[src/rtl/disk_request_scheduler_defines.svh]
// ----------------------------------------------------------------------------
// Disk request scheduler assertion macros
// Wrappers for concurrent checks on clk_i with reset rst_ni; empty in synthesis.
// ----------------------------------------------------------------------------
`ifndef DISK_REQUEST_SCHEDULER_DEFINES_SVH
`define DISK_REQUEST_SCHEDULER_DEFINES_SVH

`ifndef SYNTHESIS
// plain property, sampled on clk_i, off during reset
`define DRS_ASSERT(lbl, prop, msg) \
  lbl: assert property (@(posedge clk_i) disable iff (!rst_ni) (prop)) else $error(msg);
// same-cycle implication
`define DRS_ASSERT_IMP(lbl, pre, con, msg) \
  lbl: assert property (@(posedge clk_i) disable iff (!rst_ni) (pre) |-> (con)) else $error(msg);
`else
`define DRS_ASSERT(lbl, prop, msg)
`define DRS_ASSERT_IMP(lbl, pre, con, msg)
`endif

`endif

[src/rtl/dsched_pkg.sv]
// ----------------------------------------------------------------------------
// dsched_pkg
// Shared types and codes of the disk request scheduler.
// ----------------------------------------------------------------------------
`default_nettype none

package dsched_pkg;

  localparam logic REQ_ARRIVAL  = 1'b0;
  localparam logic REQ_COMPLETE = 1'b1;

  localparam logic [1:0] POL_FCFS = 2'd0;
  localparam logic [1:0] POL_SSTF = 2'd1;
  localparam logic [1:0] POL_LOOK = 2'd2;

  localparam int unsigned REG_POLICY = 0;

  typedef struct packed {
    logic        req_type;
    logic [15:0] req_id;
    logic [31:0] req_arrival;
    logic [15:0] req_cylinder;
    logic [31:0] req_address;
    logic [15:0] req_process;
    logic [15:0] head_cylinder;
    logic        scan_up;
  } req_t;

  typedef struct packed {
    logic        busy_res;
    logic [15:0] serve_id;
    logic [31:0] serve_arrival;
    logic [15:0] serve_cylinder;
    logic [31:0] serve_address;
    logic [15:0] serve_process;
    logic        dropped;
    logic [4:0]  pending;
  } res_t;

  // one queued request
  typedef struct packed {
    logic [15:0] id;
    logic [31:0] arrival;
    logic [15:0] cylinder;
    logic [31:0] address;
    logic [15:0] process;
  } entry_t;

  typedef struct packed {
    logic capture;      // latch input word, clear scan candidates
    logic arrive;       // handle an arrival
    logic clear_active; // completion with empty queue
    logic scan_rd;      // read next entry for the pick scan
    logic pick_rd;      // read the chosen entry
    logic load_active;  // chosen entry goes into service
    logic shift_rd;     // compaction read
    logic shift_end;    // compaction done, drop one from count
    logic load_out;     // load output register
  } cmd_t;

  typedef struct packed {
    logic is_arrival;
    logic queue_empty;
    logic scan_last;
    logic shift_more;
  } sts_t;

endpackage

`default_nettype wire

[src/rtl/dsched_ram.sv]
// ----------------------------------------------------------------------------
// dsched_ram
// Generic one-write one-read RAM with registered read data.
// ----------------------------------------------------------------------------
`default_nettype none

module dsched_ram #(
  parameter int WIDTH = 8,
  parameter int DEPTH = 16
) (
  input  wire logic                     clk_i,
  input  wire logic                     we_i,
  input  wire logic [$clog2(DEPTH)-1:0] waddr_i,
  input  wire logic [WIDTH-1:0]         wdata_i,
  input  wire logic [$clog2(DEPTH)-1:0] raddr_i,
  output logic      [WIDTH-1:0]         rdata_o
);

  logic [WIDTH-1:0] mem_q [DEPTH];

  always_ff @(posedge clk_i) begin
    if (we_i) begin
      mem_q[waddr_i] <= wdata_i;
    end
    rdata_o <= mem_q[raddr_i];
  end

endmodule

`default_nettype wire

[src/rtl/dsched_ctrl.sv]
// ----------------------------------------------------------------------------
// dsched_ctrl
// Sequencer: arrival, pick scan, fetch, compaction and result hand-off.
// ----------------------------------------------------------------------------
`default_nettype none

module dsched_ctrl
  import dsched_pkg::*;
(
  input  wire logic clk_i,
  input  wire logic rst_ni,
  input  wire logic in_valid_i,
  output logic      in_stall_o,
  output logic      out_valid_o,
  input  wire logic out_stall_i,
  input  wire sts_t sts_i,
  output cmd_t      cmd_o
);

  typedef enum logic [2:0] {
    S_IDLE, S_EXEC, S_SCAN, S_SCAN_END, S_PICK, S_FETCH, S_SHIFT, S_RESULT
  } state_e;

  state_e state_q;
  logic   out_valid_q;
  logic   out_free;

  assign out_free    = !out_valid_q || !out_stall_i;
  assign in_stall_o  = (state_q != S_IDLE);
  assign out_valid_o = out_valid_q;

  always_comb begin
    cmd_o = '0;
    case (state_q)
      S_IDLE:   cmd_o.capture = in_valid_i;
      S_EXEC: begin
        cmd_o.arrive       = sts_i.is_arrival;
        cmd_o.clear_active = !sts_i.is_arrival && sts_i.queue_empty;
      end
      S_SCAN:   cmd_o.scan_rd = 1'b1;
      S_PICK:   cmd_o.pick_rd = 1'b1;
      S_FETCH:  cmd_o.load_active = 1'b1;
      S_SHIFT: begin
        cmd_o.shift_rd  = sts_i.shift_more;
        cmd_o.shift_end = !sts_i.shift_more;
      end
      S_RESULT: cmd_o.load_out = out_free;
      default:  cmd_o = '0;
    endcase
  end

  always_ff @(posedge clk_i or negedge rst_ni) begin
    if (!rst_ni) begin
      state_q     <= S_IDLE;
      out_valid_q <= 1'b0;
    end else begin
      if (state_q == S_RESULT && out_free) begin
        out_valid_q <= 1'b1;
      end else if (out_valid_q && !out_stall_i) begin
        out_valid_q <= 1'b0;
      end
      case (state_q)
        S_IDLE: begin
          if (in_valid_i) state_q <= S_EXEC;
        end
        S_EXEC: begin
          if (sts_i.is_arrival || sts_i.queue_empty) begin
            state_q <= S_RESULT;
          end else begin
            state_q <= S_SCAN;
          end
        end
        S_SCAN: begin
          if (sts_i.scan_last) state_q <= S_SCAN_END;
        end
        S_SCAN_END: state_q <= S_PICK;
        S_PICK:     state_q <= S_FETCH;
        S_FETCH:    state_q <= S_SHIFT;
        S_SHIFT: begin
          if (!sts_i.shift_more) state_q <= S_RESULT;
        end
        S_RESULT: begin
          if (out_free) state_q <= S_IDLE;
        end
        default: state_q <= S_IDLE;
      endcase
    end
  end

endmodule

`default_nettype wire

[src/rtl/dsched_dp.sv]
// ----------------------------------------------------------------------------
// dsched_dp
// Queue RAM, pick candidates, in-service request and result register.
// ----------------------------------------------------------------------------
`default_nettype none
`include "disk_request_scheduler_defines.svh"

module dsched_dp
  import dsched_pkg::*;
#(
  parameter int QUEUE_DEPTH = 16
) (
  input  wire logic       clk_i,
  input  wire logic       rst_ni,
  input  wire cmd_t       cmd_i,
  output sts_t            sts_o,
  input  wire logic [1:0] policy_i,
  input  wire req_t       req_i,
  output res_t            res_o
);

  localparam int AW = $clog2(QUEUE_DEPTH);
  localparam int CW = $clog2(QUEUE_DEPTH + 1);
  localparam int EW = $bits(entry_t);

  req_t          req_q;
  entry_t        act_q;
  logic          act_valid_q;
  logic [CW-1:0] count_q;
  logic [CW-1:0] ptr_q;
  logic          dropped_q;
  res_t          res_q;

  logic          scan_vq_q, shift_vq_q;
  logic [AW-1:0] sidx_q, widx_q;

  // pick candidates: primary (FCFS / SSTF / LOOK same cylinder), ahead, behind
  logic          have_p_q, have_f_q, have_b_q;
  logic [AW-1:0] idx_p_q, idx_f_q, idx_b_q;
  logic [31:0]   arr_p_q;
  logic [15:0]   dist_p_q, dist_f_q, dist_b_q;

  logic          ram_we;
  logic [AW-1:0] ram_waddr, ram_raddr;
  logic [EW-1:0] ram_wdata, ram_rdata;
  entry_t        rd_e, req_e;

  logic          full, arrive_wr;
  logic [15:0]   rd_dist;
  logic          same_cyl, ahead;
  logic          upd_p, upd_f, upd_b;
  logic [AW-1:0] pick_idx;
  logic [31:0]   count_ext;

  assign rd_e  = entry_t'(ram_rdata);
  assign req_e = '{id: req_q.req_id, arrival: req_q.req_arrival,
                   cylinder: req_q.req_cylinder, address: req_q.req_address,
                   process: req_q.req_process};

  assign full      = (count_q == CW'(QUEUE_DEPTH));
  assign arrive_wr = cmd_i.arrive && act_valid_q && !full;

  // compaction write lands in the cycle after its read
  assign ram_we    = arrive_wr || shift_vq_q;
  assign ram_waddr = shift_vq_q ? widx_q : count_q[AW-1:0];
  assign ram_wdata = shift_vq_q ? ram_rdata : EW'(req_e);
  assign ram_raddr = cmd_i.pick_rd ? pick_idx : ptr_q[AW-1:0];

  dsched_ram #(.WIDTH(EW), .DEPTH(QUEUE_DEPTH)) u_ram (
    .clk_i   (clk_i),
    .we_i    (ram_we),
    .waddr_i (ram_waddr),
    .wdata_i (ram_wdata),
    .raddr_i (ram_raddr),
    .rdata_o (ram_rdata)
  );

  always_comb begin
    rd_dist  = (req_q.head_cylinder >= rd_e.cylinder) ?
               (req_q.head_cylinder - rd_e.cylinder) :
               (rd_e.cylinder - req_q.head_cylinder);
    same_cyl = (rd_e.cylinder == req_q.head_cylinder);
    ahead    = req_q.scan_up ? (rd_e.cylinder > req_q.head_cylinder) :
                               (rd_e.cylinder < req_q.head_cylinder);
    upd_f    = 1'b0;
    upd_b    = 1'b0;
    case (policy_i)
      POL_SSTF: upd_p = !have_p_q || (rd_dist < dist_p_q) ||
                        ((rd_dist == dist_p_q) && (rd_e.arrival < arr_p_q));
      POL_LOOK: begin
        upd_p = same_cyl && (!have_p_q || (rd_e.arrival < arr_p_q));
        upd_f = !same_cyl && ahead && (!have_f_q || (rd_dist < dist_f_q));
        upd_b = !same_cyl && !ahead && (!have_b_q || (rd_dist < dist_b_q));
      end
      default:  upd_p = !have_p_q || (rd_e.arrival < arr_p_q);
    endcase
    upd_p = upd_p && scan_vq_q;
    upd_f = upd_f && scan_vq_q;
    upd_b = upd_b && scan_vq_q;
  end

  assign pick_idx = have_p_q ? idx_p_q : (have_f_q ? idx_f_q : idx_b_q);

  always_ff @(posedge clk_i) begin
    if (cmd_i.capture) req_q <= req_i;
    if (upd_p) begin
      idx_p_q  <= sidx_q;
      arr_p_q  <= rd_e.arrival;
      dist_p_q <= rd_dist;
    end
    if (upd_f) begin
      idx_f_q  <= sidx_q;
      dist_f_q <= rd_dist;
    end
    if (upd_b) begin
      idx_b_q  <= sidx_q;
      dist_b_q <= rd_dist;
    end
    sidx_q <= ptr_q[AW-1:0];
    widx_q <= ptr_q[AW-1:0] - AW'(1);
    if (cmd_i.load_out) begin
      res_q.busy_res       <= act_valid_q;
      res_q.serve_id       <= act_q.id;
      res_q.serve_arrival  <= act_q.arrival;
      res_q.serve_cylinder <= act_q.cylinder;
      res_q.serve_address  <= act_q.address;
      res_q.serve_process  <= act_q.process;
      res_q.dropped        <= dropped_q;
      res_q.pending        <= count_ext[4:0];
    end
  end

  assign count_ext = 32'(count_q);

  always_ff @(posedge clk_i or negedge rst_ni) begin
    if (!rst_ni) begin
      act_valid_q <= 1'b0;
      act_q       <= '0;
      count_q     <= '0;
      ptr_q       <= '0;
      dropped_q   <= 1'b0;
      scan_vq_q   <= 1'b0;
      shift_vq_q  <= 1'b0;
      have_p_q    <= 1'b0;
      have_f_q    <= 1'b0;
      have_b_q    <= 1'b0;
    end else begin
      scan_vq_q  <= cmd_i.scan_rd;
      shift_vq_q <= cmd_i.shift_rd;
      if (cmd_i.capture) begin
        ptr_q     <= '0;
        dropped_q <= 1'b0;
        have_p_q  <= 1'b0;
        have_f_q  <= 1'b0;
        have_b_q  <= 1'b0;
      end else begin
        if (upd_p) have_p_q <= 1'b1;
        if (upd_f) have_f_q <= 1'b1;
        if (upd_b) have_b_q <= 1'b1;
      end
      if (cmd_i.scan_rd || cmd_i.shift_rd) ptr_q <= ptr_q + CW'(1);
      if (cmd_i.pick_rd) ptr_q <= CW'(pick_idx) + CW'(1);
      if (cmd_i.arrive) begin
        if (!act_valid_q) begin
          act_valid_q <= 1'b1;
          act_q       <= req_e;
        end else if (full) begin
          dropped_q <= 1'b1;
        end
      end
      if (arrive_wr) count_q <= count_q + CW'(1);
      if (cmd_i.shift_end) count_q <= count_q - CW'(1);
      if (cmd_i.clear_active) begin
        act_valid_q <= 1'b0;
        act_q       <= '0;
      end
      if (cmd_i.load_active) begin
        act_valid_q <= 1'b1;
        act_q       <= rd_e;
      end
    end
  end

  assign sts_o.is_arrival  = (req_q.req_type == REQ_ARRIVAL);
  assign sts_o.queue_empty = (count_q == '0);
  assign sts_o.scan_last   = (ptr_q == count_q - CW'(1));
  assign sts_o.shift_more  = (ptr_q < count_q);
  assign res_o             = res_q;

  `DRS_ASSERT(a_count_bound, count_q <= CW'(QUEUE_DEPTH), "queue count over depth")
  `DRS_ASSERT_IMP(a_shift_nonempty, cmd_i.shift_end, count_q != '0, "removal from empty queue")
  `DRS_ASSERT_IMP(a_one_writer, shift_vq_q, !cmd_i.arrive, "arrival during compaction")
  `DRS_ASSERT_IMP(a_pick_in_range, cmd_i.pick_rd, CW'(pick_idx) < count_q, "pick past queue end")

endmodule

`default_nettype wire

[src/rtl/disk_request_scheduler.sv]
// Sequence: an arrival, or a completion with an empty queue, goes from capture
//   straight to its result word; a completion with queued entries first scans
//   every entry to pick one, fetches it, then compacts the entries behind it.
// Only one word is in flight at a time; in_stall_o stays high until its result is loaded.
// Reset: async active low; idle, empty queue, policy FCFS. No RAM clearing pass.
// ----------------------------------------------------------------------------
// disk_request_scheduler
// Pending-request queue with FCFS, SSTF or LOOK pick on each completion.
// ----------------------------------------------------------------------------
`default_nettype none

module disk_request_scheduler
  import dsched_pkg::*;
#(
  parameter int QUEUE_DEPTH = 16
) (
  input  wire logic        clk_i,
  input  wire logic        rst_ni,
  // APB-style config port
  input  wire logic        psel,
  input  wire logic        penable,
  input  wire logic        pwrite,
  input  wire logic [2:0]  paddr,
  input  wire logic [31:0] pwdata,
  output logic      [31:0] prdata,
  output logic             pready,
  // request words
  input  wire logic        in_valid_i,
  output logic             in_stall_o,
  input  wire req_t        in_data_i,
  // result words
  output logic             out_valid_o,
  input  wire logic        out_stall_i,
  output res_t             out_data_o
);

  logic [1:0] policy_q;
  logic       reg_hit;
  cmd_t       cmd;
  sts_t       sts;

  // register index is paddr / 4; only the policy register exists
  assign reg_hit = (32'(paddr[2]) == REG_POLICY);
  assign pready  = 1'b1;
  assign prdata  = reg_hit ? {30'd0, policy_q} : 32'd0;

  always_ff @(posedge clk_i or negedge rst_ni) begin
    if (!rst_ni) begin
      policy_q <= POL_FCFS;
    end else if (psel && penable && pwrite && pready && reg_hit) begin
      policy_q <= pwdata[1:0];
    end
  end

  // sequencer
  dsched_ctrl u_ctrl (
    .clk_i       (clk_i),
    .rst_ni      (rst_ni),
    .in_valid_i  (in_valid_i),
    .in_stall_o  (in_stall_o),
    .out_valid_o (out_valid_o),
    .out_stall_i (out_stall_i),
    .sts_i       (sts),
    .cmd_o       (cmd)
  );

  // queue, pick logic and result register
  dsched_dp #(.QUEUE_DEPTH(QUEUE_DEPTH)) u_dp (
    .clk_i    (clk_i),
    .rst_ni   (rst_ni),
    .cmd_i    (cmd),
    .sts_o    (sts),
    .policy_i (policy_q),
    .req_i    (in_data_i),
    .res_o    (out_data_o)
  );

endmodule

`default_nettype wire
[config.mk]
export PLATFORM = sky130hd
export DESIGN_NAME = disk_request_scheduler
export DESIGN_NICKNAME = d
export VERILOG_FILES = /design/src/rtl/dsched_pkg.sv /design/src/rtl/dsched_ram.sv /design/src/rtl/dsched_ctrl.sv /design/src/rtl/dsched_dp.sv /design/src/rtl/disk_request_scheduler.sv
export VERILOG_INCLUDE_DIRS = /design/src /design/src/rtl
export SDC_FILE = /design/constraint.sdc
export NUM_CORES = 2
export LEC_CHECK = 0
export BUFFER_PORTS_ARGS = -buffer_cell sky130_fd_sc_hd__buf_4
export CORE_MARGIN = 5
export CORE_UTILIZATION = 45
export CTS_BUF_LIST = sky130_fd_sc_hd__clkbuf_8
export DETAILED_ROUTE_END_ITERATION = 16
export GPL_ROUTABILITY_DRIVEN = 0
export PLACE_DENSITY = 0.62
export SLEW_MARGIN = 30
export SYNTH_ARGS = -nofsm -noshare
export SYNTH_HDL_FRONTEND = slang
export SYNTH_SLANG_ARGS = --single-unit
[constraint.sdc]
create_clock -name clk_i -period 18.37 [get_ports clk_i]
set_input_delay 0.9185 -clock clk_i [delete_from_list [all_inputs] [get_ports clk_i]]
set_output_delay 0.9185 -clock clk_i [all_outputs]
set_load 0.03 [all_outputs]
==> results.py <==
metrics = {
    "clock_tree": {
        "cts_htree_levels": 5,
        "cts-root-buf": "clkbuf_8",
        "cts_buffers": 401,
        "cts_tree": "done",
        "insertion_delay_ps": 1080,
        "hold_buffers": 132,
        "clk_path_buf_depth": 4,
        "cts.sinks": 2388,
        "ctsResizeCount": 0,
        "postCtsSetupBuffers": 0,
        "clk_pin_slew_ps": 60,
    },
    "place": {
        "dp_hpwl_mm": 123.0,
        "io_buffers": 262,
        "numPlacedInstances": 9778,
    },
    "power": {
        "power_density_mw_per_mm2": 170.1,
        "p_seq_share_pct": 40.3,
        "irDropWorstVdd_uv": 154.1,
        "intPower_w": 0.01156,
        "power.net_switching_w": 0.006912,
        "sw_frac_of_total_pct": 37.43,
        "finalPower_w": 0.01847,
        "combPwrFrac_pct": 35.0,
        "clockPowerShare_pct": 24.7,
        "leakage_nw": 39.45,
    },
    "sta": {
        "final_min_period_over_clock_period_pct": 40.88,
        "worst_pin_slew_ps": 1055,
        "relSlewSlack_pct": 29.65,
        "max_freq_mhz": 133.2,
        "hold_viol_final": 0,
        "setup_violations": 0,
        "post-route-min-period_ps": 7510,
        "rsz0062_at_grt": "no",
        "tns_ps": 0,
        "skew_ps": 76.70,
        "report.final.slew_viol_count": 0,
    },
    "drt": {
        "vias": 59490,
        "dr.pass1.iters": 6,
        "wl_per_cell_um": 23.00,
        "ant_nets": 0,
        "vias_per_cell": 5.592,
        "post-route-drc-count": 0,
        "wl_mm": 244.7,
        "initialDrtViolationCount": 5812,
    },
    "synthesis": {
        "synth_area_mm2": 0.09454,
        "yosys_most_used_dff": "edfxtp_1",
        "synth_top_cell_area_share_pct": 67.75,
        "synth_area_per_cell_um2": 13.38,
        "ys_warn_count": 0,
        "ys_seq_elements": 2388,
        "ys_types": 74,
        "yosysTopAreaCell": "edfxtp_1",
        "async_flop_share_pct": 5.653,
        "synthCells": 7064,
        "synth_seq_area_share_pct": 73.86,
        "synth_edf_count": 2133,
        "synthTopCellsByArea": "edfxtp_1, nand2_1, dfrtp_1",
    },
    "global_route": {
        "grt_max_degree": 185,
        "grt_pass1_wl_mm": 364.3,
        "grt_overflow": 0,
        "antenna_found_initial": 6,
        "grt.total_usage_pct": 21.77,
        "grt_pass1_vias": 58210,
    },
    "hold_path": {
        "hold_class": "input pin to flop",
    },
    "outcome": {
        "status": "finished clean",
    },
    "final_layout": {
        "areaGrowthSynthToFinish_pct": 14.86,
        "final_common_cell": "edfxtp_1",
        "final_cell_mix": "edfxtp_1, nand2_1, clkbuf_8",
        "drive_gt1_share_pct": 13.58,
        "layoutNonFillerInstCount": 10640,
        "finalNetCount": 7811,
    },
    "setup_path": {
        "critical_path_class": "flop to flop",
        "crit_buf_inv": 2,
        "setup.worst_path.end_class": "flop",
        "crit_path_max_incr_delay_ps": 720,
        "crit_slowest_cell": "nor4_2",
        "start_kind": "flop",
        "cp.required_ps": 19030,
        "arrival_ps": 8170,
        "path_cells": "inv_1 > ha_1 > nand4_1 > nor4_2 > a2111oi_4 > a21bo_4 > mux2_2 > a31oi_1 > o32ai_1 > xor2_1 > ha_1 > nand4_1 > or2_2 > nor3_1 > o22ai_1 > a2111oi_0 > a21o_2 > buf_4",
        "cp_max_fo": 36,
        "critPathTopFamily": "compound AO/OA/AOI/OAI gates",
    },
    "die": {
        "core_mm2": 0.2094,
        "die_h_um": 468.4,
        "chipWidth_um": 468.4,
        "die_area_mm2": 0.2194,
        "ios": 326,
        "rows": 168,
        "start_util_pct": 45.16,
    },
    "run": {
        "maxCapViolCount": 0,
    },
}
==> cells in the mapped netlist, types with 7 or more instances <==
cell	n
a211oi_1	7
a21o_1	26
a21oi_1	289
a22oi_1	116
a311oi_1	337
a31oi_1	120
and2_1	7
and3_1	231
buf_1	14
buf_2	89
buf_4	31
clkbuf_1	354
dfrtp_1	135
dfxtp_1	120
edfxtp_1	2133
ha_1	125
inv_1	139
mux2_2	118
mux2i_1	14
nand2_1	1842
nand3_1	458
nand3b_1	7
nand4_1	19
nor2_1	163
nor2b_1	12
nor3_1	10
o21a_1	11
o21ai_0	27
xnor2_1	19
xor2_1	9
==> stage by stage <==
step	hold WS, ps	setup WS (ps)	cell area, um^2	util [%]
after detailed placement	431.8	10900	99320	47.44
after global placement	431.4	10920	99150	47.36
final	123.1	10860	108600	51.87
after global routing	34.11	10580	108600	51.87
after floorplan	371.6	11210	94650	-
after CTS	10.64	10870	108500	51.81
==> worst paths after layout <==
path                                        start                to  slack, ps  cells after the start
setup / recovery           u_dp.u_ram.rdata_o[60]  u_dp.dist_p_q[0]      10860                     18
hold / removal                      in_data_i[82]    u_dp.req_e[65]        120                      1
setup reg to reg           u_dp.u_ram.rdata_o[60]  u_dp.dist_p_q[0]      10860                     18
hold reg to reg                     u_dp.act_q[5]    u_dp.res_o[11]        430                      0
max in group asynchronous                  rst_ni     u_dp.act_q[1]      16080                      4
min in group asynchronous                  rst_ni    u_dp.act_q[46]        410                      2
==> power groups by stage <==
stage	Clock [W]	Sequential (W)	Combinational, W
after detailed placement	0	0.00755	0.00638
after global placement	0	0.00753	0.00625
after global routing	0.00494	0.00750	0.00713
after floorplan	0	0.00752	0.00439
final	0.00456	0.00745	0.00646
after CTS	0.00467	0.00744	0.00643
==> kinds of logic after synthesis <==
kind of cell             Yosys count  share of synthesized area (%)
buffers and inverters            631                          2.770
adder cells (fa/ha/maj)          127                          1.697
XOR/XNOR                          28                         0.2594
other                              2                       0.007944
AO/OA/AOI/OAI                    985                          7.377
AND/OR/NAND/NOR                 2769                          12.44
multiplexers                     134                          1.589
flip-flops                      2388                          73.86
==> registers in the layout (all words and copies together), names as in the netlist, 16 cells and up <==
register	count
u_dp.act_q	112
u_dp.arr_p_q	32
u_dp.dist_b_q	16
u_dp.dist_f_q	16
u_dp.dist_p_q	16
u_dp.req_e	112
u_dp.req_q	18
u_dp.res_o	119
u_dp.u_ram.mem_q	1792
u_dp.u_ram.rdata_o	112
==> layout make-up <==
type / instances / area [um^2]
Antenna cell: 3 / 7.507
Clock buffer: 472 / 6496
Clock inverter: 249 / 1336
Fill cell: 17530 / 100800
Inverter: 140 / 530.5
Multi-Input combinational cell: 4074 / 22420
Sequential cell: 2388 / 69840
Tap cell: 2805 / 3510
Timing Repair Buffer: 507 / 4461
==> routing by layer <==
layer / track usage [%] / vias up / part of all wire, %
met5: 0 / - / 0.0053
met4: 6.518 / 2 / 2.4
met3: 3.641 / 385 / 7.8
met2: 34.34 / 2344 / 46
met1: 31.33 / 29800 / 44
li1: - / 26950 / -
Note: power is estimated with default switching activity, not from simulation.
